<file path="config.mk">
export PLATFORM = sky130hd
export DESIGN_NAME = playout_underrun_controller_flat
export DESIGN_NICKNAME = d
export VERILOG_FILES = /design/src/design/puc_pkg.sv /design/src/design/puc_ifs.sv /design/src/design/playout_underrun_controller.sv /design/src/design/puc_level.sv /design/src/design/puc_fade.sv /design/src/design/puc_ctrl.sv /design/src/flat_wrapper.sv
export SDC_FILE = /design/constraint.sdc
export NUM_CORES = 1
export LEC_CHECK = 0
export BUFFER_PORTS_ARGS = -buffer_cell sky130_fd_sc_hd__buf_2
export CORE_MARGIN = 2
export CORE_UTILIZATION = 25
export CTS_BUF_LIST = sky130_fd_sc_hd__clkbuf_4 sky130_fd_sc_hd__clkbuf_8
export DETAILED_ROUTE_END_ITERATION = 6
export PLACE_DENSITY_LB_ADDON = 0.2
export SLEW_MARGIN = 20
export SYNTH_ARGS = -nofsm -noshare
export SYNTH_HDL_FRONTEND = slang
export SYNTH_SLANG_ARGS = --single-unit
</file>
<file path="constraint.sdc">
create_clock -name clk -period 13.35 [get_ports clk]
set_input_delay 2.67 -clock clk [delete_from_list [all_inputs] [get_ports clk]]
set_output_delay 2.67 -clock clk [all_outputs]
set_load 0.01 [all_outputs]
</file>
<file path="src/design/puc_pkg.sv">
// Shared types, constants and codes of the playout underrun controller.
// No dependencies; every other design file imports this package.
package puc_pkg;

  localparam int FRAMES_W   = 10;
  localparam int FADE_W     = 15;
  localparam int REP_W      = 5;
  localparam int STREAK_W   = 2;
  localparam int EMPTY_W    = 2;
  localparam int GAIN_W     = 16;
  localparam int ACT_W      = 2;
  localparam int CFG_IDX_W  = 2;
  localparam int CFG_DATA_W = 15;

  localparam logic [GAIN_W-1:0]   GAIN_UNITY        = 16'd32768;
  localparam logic [FADE_W-1:0]   FADE_GAIN_RESET   = 15'd26214;
  localparam logic [REP_W-1:0]    REPEAT_MAX_RESET  = 5'd16;
  localparam logic [STREAK_W-1:0] STREAK_NEED_RESET = 2'd3;
  localparam logic [STREAK_W-1:0] STREAK_SAT        = 2'd3;
  localparam logic [EMPTY_W-1:0]  EMPTY_SAT         = 2'd2;

  localparam logic [FRAMES_W-1:0] TARGET_DEFAULT = 10'd4;
  localparam logic [FRAMES_W-1:0] LOW_SMALL_MAX  = 10'd4;
  localparam logic [FRAMES_W-1:0] LOW_HALF_MAX   = 10'd8;
  localparam logic [FRAMES_W-1:0] LOW_FLOOR      = 10'd4;
  localparam logic [FRAMES_W-1:0] LOW_MIN        = 10'd1;
  localparam logic [3:0]          RESUME_MARGIN  = 4'd2;
  localparam logic [3:0]          RESUME_MUL     = 4'd11;
  localparam logic [3:0]          RESUME_ROUND   = 4'd4;
  // floor(x/10) = (x * 52429) >> 19 and floor(x/3) = (x * 43691) >> 17 over these ranges
  localparam logic [15:0]         RECIP_TEN      = 16'd52429;
  localparam int                  RECIP_TEN_SH   = 19;
  localparam logic [15:0]         RECIP_THREE    = 16'd43691;
  localparam int                  RECIP_THREE_SH = 17;

  typedef enum logic [ACT_W-1:0] {
    ACT_PLAY    = 2'd0,
    ACT_CONCEAL = 2'd1,
    ACT_REBUF   = 2'd2,
    ACT_FILL    = 2'd3
  } action_t;

  typedef enum logic [CFG_IDX_W-1:0] {
    CFG_FADE_GAIN   = 2'd0,
    CFG_REPEAT_MAX  = 2'd1,
    CFG_STREAK_NEED = 2'd2
  } cfg_idx_t;

  typedef enum logic [1:0] {
    ST_IDLE,
    ST_LEVEL,
    ST_DECIDE,
    ST_FADE
  } state_t;

  typedef struct packed {
    logic                frame_arrived;
    logic [FRAMES_W-1:0] buf_level;
    logic [FRAMES_W-1:0] tgt_depth;
    logic                realtime_stream;
    logic                is_playing;
    logic                anchor_ok;
  } in_item_t;

  typedef struct packed {
    logic [ACT_W-1:0]  action;
    logic [GAIN_W-1:0] conceal_gain_q15;
    logic [REP_W-1:0]  repeat_number;
    logic              rebuffer_started;
    logic              rebuffer_ended;
  } out_item_t;

  typedef struct packed {
    logic [FADE_W-1:0]   fade_gain_q15;
    logic [REP_W-1:0]    conceal_repeat_max;
    logic [STREAK_W-1:0] resume_streak_needed;
  } cfg_t;

  typedef struct packed {
    logic ge_resume;
    logic le_low;
  } lvl_t;

  typedef struct packed {
    logic             start;
    logic [REP_W-1:0] reps;
  } fade_req_t;

  typedef struct packed {
    logic              busy;
    logic [GAIN_W-1:0] gain;
  } fade_sts_t;

endpackage

</file>
<file path="src/design/puc_ifs.sv">
// Channel interfaces of the playout underrun controller: tick status, result, register write.
// Depends on puc_pkg for field widths.
interface puc_in_if import puc_pkg::*; ();
  logic                valid;
  logic                ready;
  logic                frame_arrived;
  logic [FRAMES_W-1:0] buf_level;
  logic [FRAMES_W-1:0] tgt_depth;
  logic                realtime_stream;
  logic                is_playing;
  logic                anchor_ok;

  modport source (output valid, frame_arrived, buf_level, tgt_depth,
                  realtime_stream, is_playing, anchor_ok, input ready);
  modport sink   (input valid, frame_arrived, buf_level, tgt_depth,
                  realtime_stream, is_playing, anchor_ok, output ready);
endinterface

interface puc_out_if import puc_pkg::*; ();
  logic              valid;
  logic              ready;
  logic [ACT_W-1:0]  action;
  logic [GAIN_W-1:0] conceal_gain_q15;
  logic [REP_W-1:0]  repeat_number;
  logic              rebuffer_started;
  logic              rebuffer_ended;

  modport source (output valid, action, conceal_gain_q15, repeat_number,
                  rebuffer_started, rebuffer_ended, input ready);
  modport sink   (input valid, action, conceal_gain_q15, repeat_number,
                  rebuffer_started, rebuffer_ended, output ready);
endinterface

interface puc_cfg_if import puc_pkg::*; ();
  logic                  valid;
  logic                  ready;
  logic [CFG_IDX_W-1:0]  index;
  logic [CFG_DATA_W-1:0] data;

  modport source (output valid, index, data, input ready);
  modport sink   (input valid, index, data, output ready);
endinterface

</file>
<file path="src/design/playout_underrun_controller.sv">
// Top level of the playout underrun controller: register file, sequencer and fade unit.
// Depends on puc_pkg, puc_ifs, puc_ctrl, puc_fade.
//
// Usage: one request on in_ch per playback tick carries the receiver status; the block
// answers with exactly one request on out_ch giving the action (play, conceal, rebuffer
// silence, silence fill), the fade gain, the repeat index and the rebuffer start/end flags.
// cfg_ch writes the fade gain, the repeat limit and the resume streak length; it is always
// ready and must be written only while no tick is in flight; the block does not enforce
// this. Index 3 is ignored. Per tick the status is latched, the level compare registered,
// the action decided and the fade unit started; the shared fade multiplier then runs as
// often as the repeat index of a concealment tick. in_ch.ready is high only while idle.
// Reset: the playout state clears, the registers return to 26214, 16 and 3, no result pending.
// Stall: a result waits in the output register while out_ch.ready is low; the next tick is
// still accepted and computed, and its result holds inside until the register frees.
module playout_underrun_controller import puc_pkg::*; (
  input  logic clk,
  input  logic rst_n,
  puc_in_if.sink    in_ch,
  puc_out_if.source out_ch,
  puc_cfg_if.sink   cfg_ch
);

  cfg_t      cfg_r, cfg_nxt;
  in_item_t  in_item;
  out_item_t out_item;
  fade_req_t fade_req;
  fade_sts_t fade_sts;

  always_comb begin
    cfg_nxt = cfg_r;
    if (cfg_ch.valid) begin
      unique case (cfg_ch.index)
        CFG_FADE_GAIN:   cfg_nxt.fade_gain_q15        = cfg_ch.data[FADE_W-1:0];
        CFG_REPEAT_MAX:  cfg_nxt.conceal_repeat_max   = cfg_ch.data[REP_W-1:0];
        CFG_STREAK_NEED: cfg_nxt.resume_streak_needed = cfg_ch.data[STREAK_W-1:0];
        default:         cfg_nxt = cfg_r;
      endcase
    end
  end

  always_ff @(posedge clk) begin
    if (!rst_n) begin
      cfg_r.fade_gain_q15        <= FADE_GAIN_RESET;
      cfg_r.conceal_repeat_max   <= REPEAT_MAX_RESET;
      cfg_r.resume_streak_needed <= STREAK_NEED_RESET;
    end else begin
      cfg_r <= cfg_nxt;
    end
  end

  assign cfg_ch.ready = 1'b1;

  assign in_item.frame_arrived   = in_ch.frame_arrived;
  assign in_item.buf_level       = in_ch.buf_level;
  assign in_item.tgt_depth       = in_ch.tgt_depth;
  assign in_item.realtime_stream = in_ch.realtime_stream;
  assign in_item.is_playing      = in_ch.is_playing;
  assign in_item.anchor_ok       = in_ch.anchor_ok;

  puc_ctrl u_ctrl (
    .clk       (clk),
    .rst_n     (rst_n),
    .cfg       (cfg_r),
    .in_valid  (in_ch.valid),
    .in_ready  (in_ch.ready),
    .in_item   (in_item),
    .out_valid (out_ch.valid),
    .out_ready (out_ch.ready),
    .out_item  (out_item),
    .fade_req  (fade_req),
    .fade_sts  (fade_sts)
  );

  puc_fade u_fade (
    .clk           (clk),
    .rst_n         (rst_n),
    .req           (fade_req),
    .fade_gain_q15 (cfg_r.fade_gain_q15),
    .sts           (fade_sts)
  );

  assign out_ch.action           = out_item.action;
  assign out_ch.conceal_gain_q15 = out_item.conceal_gain_q15;
  assign out_ch.repeat_number    = out_item.repeat_number;
  assign out_ch.rebuffer_started = out_item.rebuffer_started;
  assign out_ch.rebuffer_ended   = out_item.rebuffer_ended;

endmodule

</file>
<file path="src/design/puc_level.sv">
// Buffer level compare: resume level and low-water mark derived from the target depth.
// Depends on puc_pkg.
module puc_level import puc_pkg::*; (
  input  logic [FRAMES_W-1:0] buffered,
  input  logic [FRAMES_W-1:0] target,
  output lvl_t                lvl
);

  logic [FRAMES_W-1:0] tgt_eff;
  logic [10:0]         plus;
  logic [13:0]         scaled_num;
  logic [29:0]         scaled_prod;
  logic [10:0]         scaled;
  logic [10:0]         resume;
  logic [25:0]         third_prod;
  logic [FRAMES_W-1:0] third;
  logic [FRAMES_W-1:0] low;

  always_comb begin
    tgt_eff     = (target != '0) ? target : TARGET_DEFAULT;
    plus        = {1'b0, tgt_eff} + {7'd0, RESUME_MARGIN};
    scaled_num  = 14'({4'd0, tgt_eff} * {10'd0, RESUME_MUL}) + {10'd0, RESUME_ROUND};
    scaled_prod = {16'd0, scaled_num} * {14'd0, RECIP_TEN};
    scaled      = 11'(scaled_prod >> RECIP_TEN_SH);
    resume      = (plus > scaled) ? plus : scaled;

    third_prod  = {16'd0, target} * {10'd0, RECIP_THREE};
    third       = FRAMES_W'(third_prod >> RECIP_THREE_SH);
    priority if (target <= LOW_SMALL_MAX) begin
      low = (target != '0) ? target : LOW_MIN;
    end else if (target <= LOW_HALF_MAX) begin
      low = target >> 1;
    end else begin
      low = (third > LOW_FLOOR) ? third : LOW_FLOOR;
    end

    lvl.ge_resume = {1'b0, buffered} >= resume;
    lvl.le_low    = buffered <= low;
  end

endmodule

</file>
<file path="src/design/puc_fade.sv">
// Iterative fade gain unit: one Q15 multiply and floor shift per cycle, repeated per repeat index.
// Depends on puc_pkg.
module puc_fade import puc_pkg::*; (
  input  logic              clk,
  input  logic              rst_n,
  input  fade_req_t         req,
  input  logic [FADE_W-1:0] fade_gain_q15,
  output fade_sts_t         sts
);

  logic [GAIN_W-1:0] gain_r, gain_nxt;
  logic [REP_W-1:0]  cnt_r, cnt_nxt;
  logic [30:0]       prod;

  always_comb begin
    prod     = {15'd0, gain_r} * {16'd0, fade_gain_q15};
    gain_nxt = gain_r;
    cnt_nxt  = cnt_r;
    if (req.start) begin
      gain_nxt = GAIN_UNITY;
      cnt_nxt  = req.reps;
    end else if (cnt_r != '0) begin
      gain_nxt = prod[30:15];
      cnt_nxt  = cnt_r - 1'b1;
    end
  end

  always_ff @(posedge clk) begin
    if (!rst_n) begin
      cnt_r <= '0;
    end else begin
      cnt_r <= cnt_nxt;
    end
    gain_r <= gain_nxt;
  end

  assign sts.busy = cnt_r != '0;
  assign sts.gain = gain_r;

endmodule

</file>
<file path="src/design/puc_ctrl.sv">
// Tick sequencer: latches the status, decides the action, updates the playout state,
// runs the fade unit and holds the result register. Depends on puc_pkg, puc_level.
module puc_ctrl import puc_pkg::*; (
  input  logic      clk,
  input  logic      rst_n,
  input  cfg_t      cfg,
  input  logic      in_valid,
  output logic      in_ready,
  input  in_item_t  in_item,
  output logic      out_valid,
  input  logic      out_ready,
  output out_item_t out_item,
  output fade_req_t fade_req,
  input  fade_sts_t fade_sts
);

  state_t              state_r, state_nxt;
  in_item_t            item_r;
  lvl_t                lvl, lvl_r;
  logic                rb_r, rb_nxt;
  logic [STREAK_W-1:0] st_r, st_nxt;
  logic [EMPTY_W-1:0]  er_r, er_nxt;
  logic [REP_W-1:0]    cr_r, cr_nxt;
  logic                hg_r, hg_nxt;
  action_t             act_r, act_nxt;
  logic [REP_W-1:0]    rep_r, rep_nxt;
  logic                started_r, started_nxt;
  logic                ended_r, ended_nxt;
  logic                out_valid_r, out_valid_nxt;
  out_item_t           out_r, out_nxt;
  logic                live;
  logic [STREAK_W-1:0] st_tmp;
  logic [EMPTY_W-1:0]  er_tmp;
  logic                load;

  puc_level u_level (
    .buffered (item_r.buf_level),
    .target   (item_r.tgt_depth),
    .lvl      (lvl)
  );

  assign live = item_r.realtime_stream & item_r.is_playing & item_r.anchor_ok;

  always_comb begin
    rb_nxt      = rb_r;
    st_nxt      = st_r;
    er_nxt      = er_r;
    cr_nxt      = cr_r;
    hg_nxt      = hg_r;
    act_nxt     = act_r;
    rep_nxt     = rep_r;
    started_nxt = started_r;
    ended_nxt   = ended_r;
    st_tmp      = '0;
    er_tmp      = '0;
    if (state_r == ST_DECIDE) begin
      act_nxt     = ACT_FILL;
      rep_nxt     = '0;
      started_nxt = 1'b0;
      ended_nxt   = 1'b0;
      if (rb_r) begin
        if (!live) begin
          rb_nxt = 1'b0;
          st_nxt = '0;
        end else begin
          if (lvl_r.ge_resume) begin
            st_tmp = (st_r < STREAK_SAT) ? st_r + 1'b1 : st_r;
          end
          if (st_tmp >= cfg.resume_streak_needed) begin
            rb_nxt    = 1'b0;
            er_nxt    = '0;
            cr_nxt    = '0;
            st_nxt    = '0;
            ended_nxt = 1'b1;
          end else begin
            st_nxt = st_tmp;
          end
        end
      end
      if (rb_nxt) begin
        act_nxt = ACT_REBUF;
      end else if (item_r.frame_arrived) begin
        act_nxt = ACT_PLAY;
        cr_nxt  = '0;
        er_nxt  = '0;
        hg_nxt  = 1'b1;
      end else begin
        er_tmp = (er_nxt < EMPTY_SAT) ? er_nxt + 1'b1 : er_nxt;
        er_nxt = er_tmp;
        if (live && lvl_r.le_low && er_tmp >= EMPTY_SAT) begin
          rb_nxt      = 1'b1;
          st_nxt      = '0;
          cr_nxt      = cfg.conceal_repeat_max;
          started_nxt = 1'b1;
        end else if (hg_r && cr_nxt < cfg.conceal_repeat_max) begin
          act_nxt = ACT_CONCEAL;
          rep_nxt = cr_nxt;
          cr_nxt  = cr_nxt + 1'b1;
        end
      end
    end
  end

  always_comb begin
    state_nxt     = state_r;
    in_ready      = 1'b0;
    fade_req      = '0;
    load          = 1'b0;
    unique case (state_r)
      ST_IDLE: begin
        in_ready = 1'b1;
        if (in_valid) begin
          state_nxt = ST_LEVEL;
        end
      end
      ST_LEVEL: begin
        state_nxt = ST_DECIDE;
      end
      ST_DECIDE: begin
        fade_req.start = 1'b1;
        fade_req.reps  = rep_nxt;
        state_nxt      = ST_FADE;
      end
      ST_FADE: begin
        if (!fade_sts.busy && (!out_valid_r || out_ready)) begin
          load      = 1'b1;
          state_nxt = ST_IDLE;
        end
      end
      default: state_nxt = ST_IDLE;
    endcase

    out_valid_nxt = out_valid_r;
    out_nxt       = out_r;
    if (load) begin
      out_valid_nxt            = 1'b1;
      out_nxt.action           = act_r;
      out_nxt.conceal_gain_q15 = fade_sts.gain;
      out_nxt.repeat_number    = rep_r;
      out_nxt.rebuffer_started = started_r;
      out_nxt.rebuffer_ended   = ended_r;
    end else if (out_ready) begin
      out_valid_nxt = 1'b0;
    end
  end

  always_ff @(posedge clk) begin
    if (!rst_n) begin
      state_r     <= ST_IDLE;
      rb_r        <= 1'b0;
      st_r        <= '0;
      er_r        <= '0;
      cr_r        <= '0;
      hg_r        <= 1'b0;
      out_valid_r <= 1'b0;
    end else begin
      state_r     <= state_nxt;
      rb_r        <= rb_nxt;
      st_r        <= st_nxt;
      er_r        <= er_nxt;
      cr_r        <= cr_nxt;
      hg_r        <= hg_nxt;
      out_valid_r <= out_valid_nxt;
    end
    if (in_ready && in_valid) begin
      item_r <= in_item;
    end
    lvl_r     <= lvl;
    act_r     <= act_nxt;
    rep_r     <= rep_nxt;
    started_r <= started_nxt;
    ended_r   <= ended_nxt;
    out_r     <= out_nxt;
  end

  assign out_valid = out_valid_r;
  assign out_item  = out_r;

endmodule

</file>
<file path="src/flat_wrapper.sv">
// flat-port wrapper written by rule: the top's interface ports become plain ports
module playout_underrun_controller_flat import puc_pkg::*;
  (clk, rst_n, in_ch_valid, in_ch_frame_arrived, in_ch_buf_level, in_ch_tgt_depth, in_ch_realtime_stream, in_ch_is_playing, in_ch_anchor_ok, in_ch_ready, out_ch_valid, out_ch_action, out_ch_conceal_gain_q15, out_ch_repeat_number, out_ch_rebuffer_started, out_ch_rebuffer_ended, out_ch_ready, cfg_ch_valid, cfg_ch_index, cfg_ch_data, cfg_ch_ready);
  puc_in_if in_ch_i ();
  puc_out_if out_ch_i ();
  puc_cfg_if cfg_ch_i ();
  input  logic clk;
  input  logic rst_n;
  input wire logic [$bits(in_ch_i.valid)-1:0] in_ch_valid;
  input wire logic [$bits(in_ch_i.frame_arrived)-1:0] in_ch_frame_arrived;
  input wire logic [$bits(in_ch_i.buf_level)-1:0] in_ch_buf_level;
  input wire logic [$bits(in_ch_i.tgt_depth)-1:0] in_ch_tgt_depth;
  input wire logic [$bits(in_ch_i.realtime_stream)-1:0] in_ch_realtime_stream;
  input wire logic [$bits(in_ch_i.is_playing)-1:0] in_ch_is_playing;
  input wire logic [$bits(in_ch_i.anchor_ok)-1:0] in_ch_anchor_ok;
  output wire logic [$bits(in_ch_i.ready)-1:0] in_ch_ready;
  output wire logic [$bits(out_ch_i.valid)-1:0] out_ch_valid;
  output wire logic [$bits(out_ch_i.action)-1:0] out_ch_action;
  output wire logic [$bits(out_ch_i.conceal_gain_q15)-1:0] out_ch_conceal_gain_q15;
  output wire logic [$bits(out_ch_i.repeat_number)-1:0] out_ch_repeat_number;
  output wire logic [$bits(out_ch_i.rebuffer_started)-1:0] out_ch_rebuffer_started;
  output wire logic [$bits(out_ch_i.rebuffer_ended)-1:0] out_ch_rebuffer_ended;
  input wire logic [$bits(out_ch_i.ready)-1:0] out_ch_ready;
  input wire logic [$bits(cfg_ch_i.valid)-1:0] cfg_ch_valid;
  input wire logic [$bits(cfg_ch_i.index)-1:0] cfg_ch_index;
  input wire logic [$bits(cfg_ch_i.data)-1:0] cfg_ch_data;
  output wire logic [$bits(cfg_ch_i.ready)-1:0] cfg_ch_ready;
  assign in_ch_i.valid = in_ch_valid;
  assign in_ch_i.frame_arrived = in_ch_frame_arrived;
  assign in_ch_i.buf_level = in_ch_buf_level;
  assign in_ch_i.tgt_depth = in_ch_tgt_depth;
  assign in_ch_i.realtime_stream = in_ch_realtime_stream;
  assign in_ch_i.is_playing = in_ch_is_playing;
  assign in_ch_i.anchor_ok = in_ch_anchor_ok;
  assign in_ch_ready = in_ch_i.ready;
  assign out_ch_valid = out_ch_i.valid;
  assign out_ch_action = out_ch_i.action;
  assign out_ch_conceal_gain_q15 = out_ch_i.conceal_gain_q15;
  assign out_ch_repeat_number = out_ch_i.repeat_number;
  assign out_ch_rebuffer_started = out_ch_i.rebuffer_started;
  assign out_ch_rebuffer_ended = out_ch_i.rebuffer_ended;
  assign out_ch_i.ready = out_ch_ready;
  assign cfg_ch_i.valid = cfg_ch_valid;
  assign cfg_ch_i.index = cfg_ch_index;
  assign cfg_ch_i.data = cfg_ch_data;
  assign cfg_ch_ready = cfg_ch_i.ready;
  playout_underrun_controller u_core (.clk(clk), .rst_n(rst_n), .in_ch(in_ch_i), .out_ch(out_ch_i), .cfg_ch(cfg_ch_i));
endmodule
</file>
==> metrics.txt <==
number of nets in the synthesized netlist=2,729; insertion delay of the later-clocked pin in the worst-skew pair=0.50 ns; max cap viols=0; startpoint type of the worst setup path=flop; final RePlAce weighted congestion=0.8323; pin count of the biggest net entering global routing=43; vias in the first global route=15,490; area fraction of the dominant cell type after synthesis=28.01%; global-route congestion overflow total=0; R2R setup slack=0.68 ns; cell at the root of the clock tree=clkbuf_8; portion of the post-synthesis area used by sequential elements=14.83%; slew at the pin closest to its max-slew limit=1.058 ns; Synth warnings=0; number of distinct library cells after synthesis=75; number of filler cells placed in the layout=8,242; Max Transition Viols Final=0; area used by sequential logic in the layout=2873 um^2; clock tree from TritonCTS=yes; num rows=102; Worst Path Required=13.73 ns; post-route antenna net violation count=0; Initial Utilization=25.13%; met1 track demand over resource in global routing=18.70%; type of the worst min-delay path=reg -> reg; Gate Count Post-Synth=2,064; achievable frequency=0.07894 GHz; number of search-and-repair iterations in the first detailed-routing pass=5; Most Used Layer, Global Route=met2; area of the core=77,080 um^2; Detailed Route WL=51.01 mm; critical path class=reg -> reg; commonest cells in the netlist=inv_1, ha_1, fa_1, nand2_1, and2_1; CTS clock-pin slew for the worst setup and hold paths=0.10 ns; per-cell routed wire length=15.91 um; multi-input logic area=14,810 um^2; First DRT Iteration DRCs=613; critical path fanouts, max=7; horizontal die dimension=282.4 um; fraction of the cycle the final worst path needs=94.89%; nets@finish=2,818; total vias in the final route=14,190; number of antenna violations at the first check in global routing=1; top_reg_cell synth=dfxtp_1; Inserted Diodes=0; CP dominant cell by count=inv_1; Clock Skews=0.01831 ns; count of hold-fix buffers inserted at cts=0; Die Area=79,730 um^2; P&R area growth vs syn=11.94%; number of levels the H-tree was split into=4; dominant cell by count in the synthesized netlist=inv_1; hpwl dp=42.23 mm; area of the mapped netlist=19,370 um^2; maximum clock insertion buffer count=2; normalized max-slew margin=29.33%; DRC viols=0; final critical path time including I/O delays and setup=12.67 ns; top post-synthesis cells by area=fa_1, ha_1, edfxtp_1; critical-path cell with the highest stage delay=fa_1; count of port buffers added during placement=72; number of buffers added by the clock tree synthesis step=17; biggest cell delay along the critical path=0.59 ns; type of element capturing the critical path=flop; CTS Sinks=117; overall global routing resource usage=13.57%; number of enable flip-flop cells after synthesis=53; core utilization of the finished layout=28.13%; vertical die dimension=282.4 um; arrival time of data at the critical path endpoint=13.05 ns; post-synthesis register bit count=117; share of cells above drive strength 1=9.326%; share of synthesized registers carrying an async set or reset=0%; total count of hold-check failures in the final report=0; number of ports placed on the die boundary=74; Avg Vias per Cell=4.425; fraction of met2 tracks used by global routing=23.11%; status=complete, no violations; mean instance size in the synthesized netlist=9.385 um^2; Final Setup Violations=0; global-route wire length before repair=84.90 mm; met3 demand-to-capacity share in global routing=1.396%; most area-hungry cell type in the Yosys netlist=fa_1
==> state kept, by name, summed over array words and instances (netlist names) <==
register / cells
u_core.u_ctrl.item_r: 24
u_core.u_ctrl.started_r: 1
u_core.u_ctrl.er_r: 2
u_core.u_ctrl.cr_r: 5
u_core.u_ctrl.rb_r: 1
u_core.u_ctrl.out_valid: 1
u_core.u_ctrl.hg_r: 1
u_core.u_ctrl.ended_r: 1
u_core.u_ctrl.rep_r: 5
u_core.u_ctrl.lvl_r: 2
u_core.cfg_r: 22
u_core.u_ctrl.act_r: 2
u_core.u_ctrl.out_item: 25
u_core.u_fade.cnt_r: 5
u_core.u_ctrl.state_r: 2
u_core.u_ctrl.st_r: 2
u_core.u_fade.gain_r: 16
==> per-layer routing <==
layer | wire (um) | part of all wire, % | vias up
met4 | 595 | 1.2 | 0
li1 | - | - | 6868
met3 | 1318 | 2.6 | 39
met1 | 24620 | 48 | 7062
met5 | 0 | 0 | -
met2 | 24470 | 48 | 219
==> timing repair <==
action                                  4_1_cts  5_1_grt
endpoints found under the setup margin        1        1
setup buffers                                 0        8
pin swaps                                     0        3
resized for setup                             2       10
==> placed cells by master (no fill, tap or decap), types with 13 or more instances in the layout <==
cell type and count:
inv_1 400, ha_1 348, fa_1 271, nand2_1 236
and2_1 108, a21oi_1 77, buf_2 72, dfxtp_1 64
buf_4 62, nor2_1 58, edfxtp_1 53, o21ai_0 49
xnor2_1 34, nand3_1 30, a21o_1 30, nor3_1 19
xor2_1 17, clkbuf_8 17, nand4_1 13, mux2i_1 13
==> worst max-delay path: cells and delay by family (launching register included) <==
| family | cells | cell delay [ns] |
|---|---|---|
| AO/OA/AOI/OAI | 23 | 4.36 |
| XOR/XNOR | 1 | 0.26 |
| adder cells (fa/ha/maj) | 14 | 5.49 |
| buffers and inverters | 9 | 0.60 |
| flip-flops | 1 | 0.39 |
| multiplexers | 1 | 0.31 |
| AND/OR/NAND/NOR | 8 | 1.12 |
==> final timing paths <==
kind / start / end / depth (start not counted)
setup / recovery: u_core.u_ctrl.item_r[3] / u_core.u_ctrl.lvl_r[1] / 56
hold / removal: u_core.u_ctrl.act_r[0] / u_core.u_ctrl.out_item[23] / 0
setup reg to reg: u_core.u_ctrl.item_r[3] / u_core.u_ctrl.lvl_r[1] / 56
hold reg to reg: u_core.u_ctrl.act_r[0] / u_core.u_ctrl.out_item[23] / 0
==> layout make-up <==
| cell class | instances | area share (%) |
|---|---|---|
| Clock inverter | 14 | 0.5886 |
| Multi-Input combinational cell | 1482 | 68.30 |
| Clock buffer | 18 | 1.114 |
| Inverter | 401 | 6.942 |
| Sequential cell | 117 | 13.25 |
| Tap cell | 1040 | 6.001 |
| Timing Repair Buffer | 134 | 3.808 |
==> per-stage QoR <==
| step | area (um^2) | TNS [ns] | hold WS (ns) | worst slack (ns) | std cells |
|---|---|---|---|---|---|
| 2_1_floorplan | 19370 | 0 | 0.4003 | 0.1964 | 2064 |
| 3_3_place_gp | 21210 | -0.05959 | 0.4120 | -0.05959 | 3166 |
| 5_1_grt | 21680 | -0.1054 | 0.4210 | -0.1054 | 3206 |
| 6_report | 21680 | 0 | 0.4132 | 0.6827 | 3206 |
| 4_1_cts | 21580 | 0 | 0.4194 | 0.09635 | 3198 |
| 3_5_place_dp | 21210 | -0.2210 | 0.4081 | -0.2210 | 3166 |
==> cells by family after synthesis <==
family / Yosys count / share of synthesized area, %
compound gates: 259 / 8.739
mux: 21 / 1.137
xor+xnor: 51 / 2.306
fa+ha+maj: 619 / 50.48
buf+inv: 465 / 9.030
simple gates: 531 / 13.45
other cells: 1 / 0.01936
flops: 117 / 14.83
Power is not shown: default switching activity piles up to over one toggle a cycle in this logic, so the estimate is an artifact.
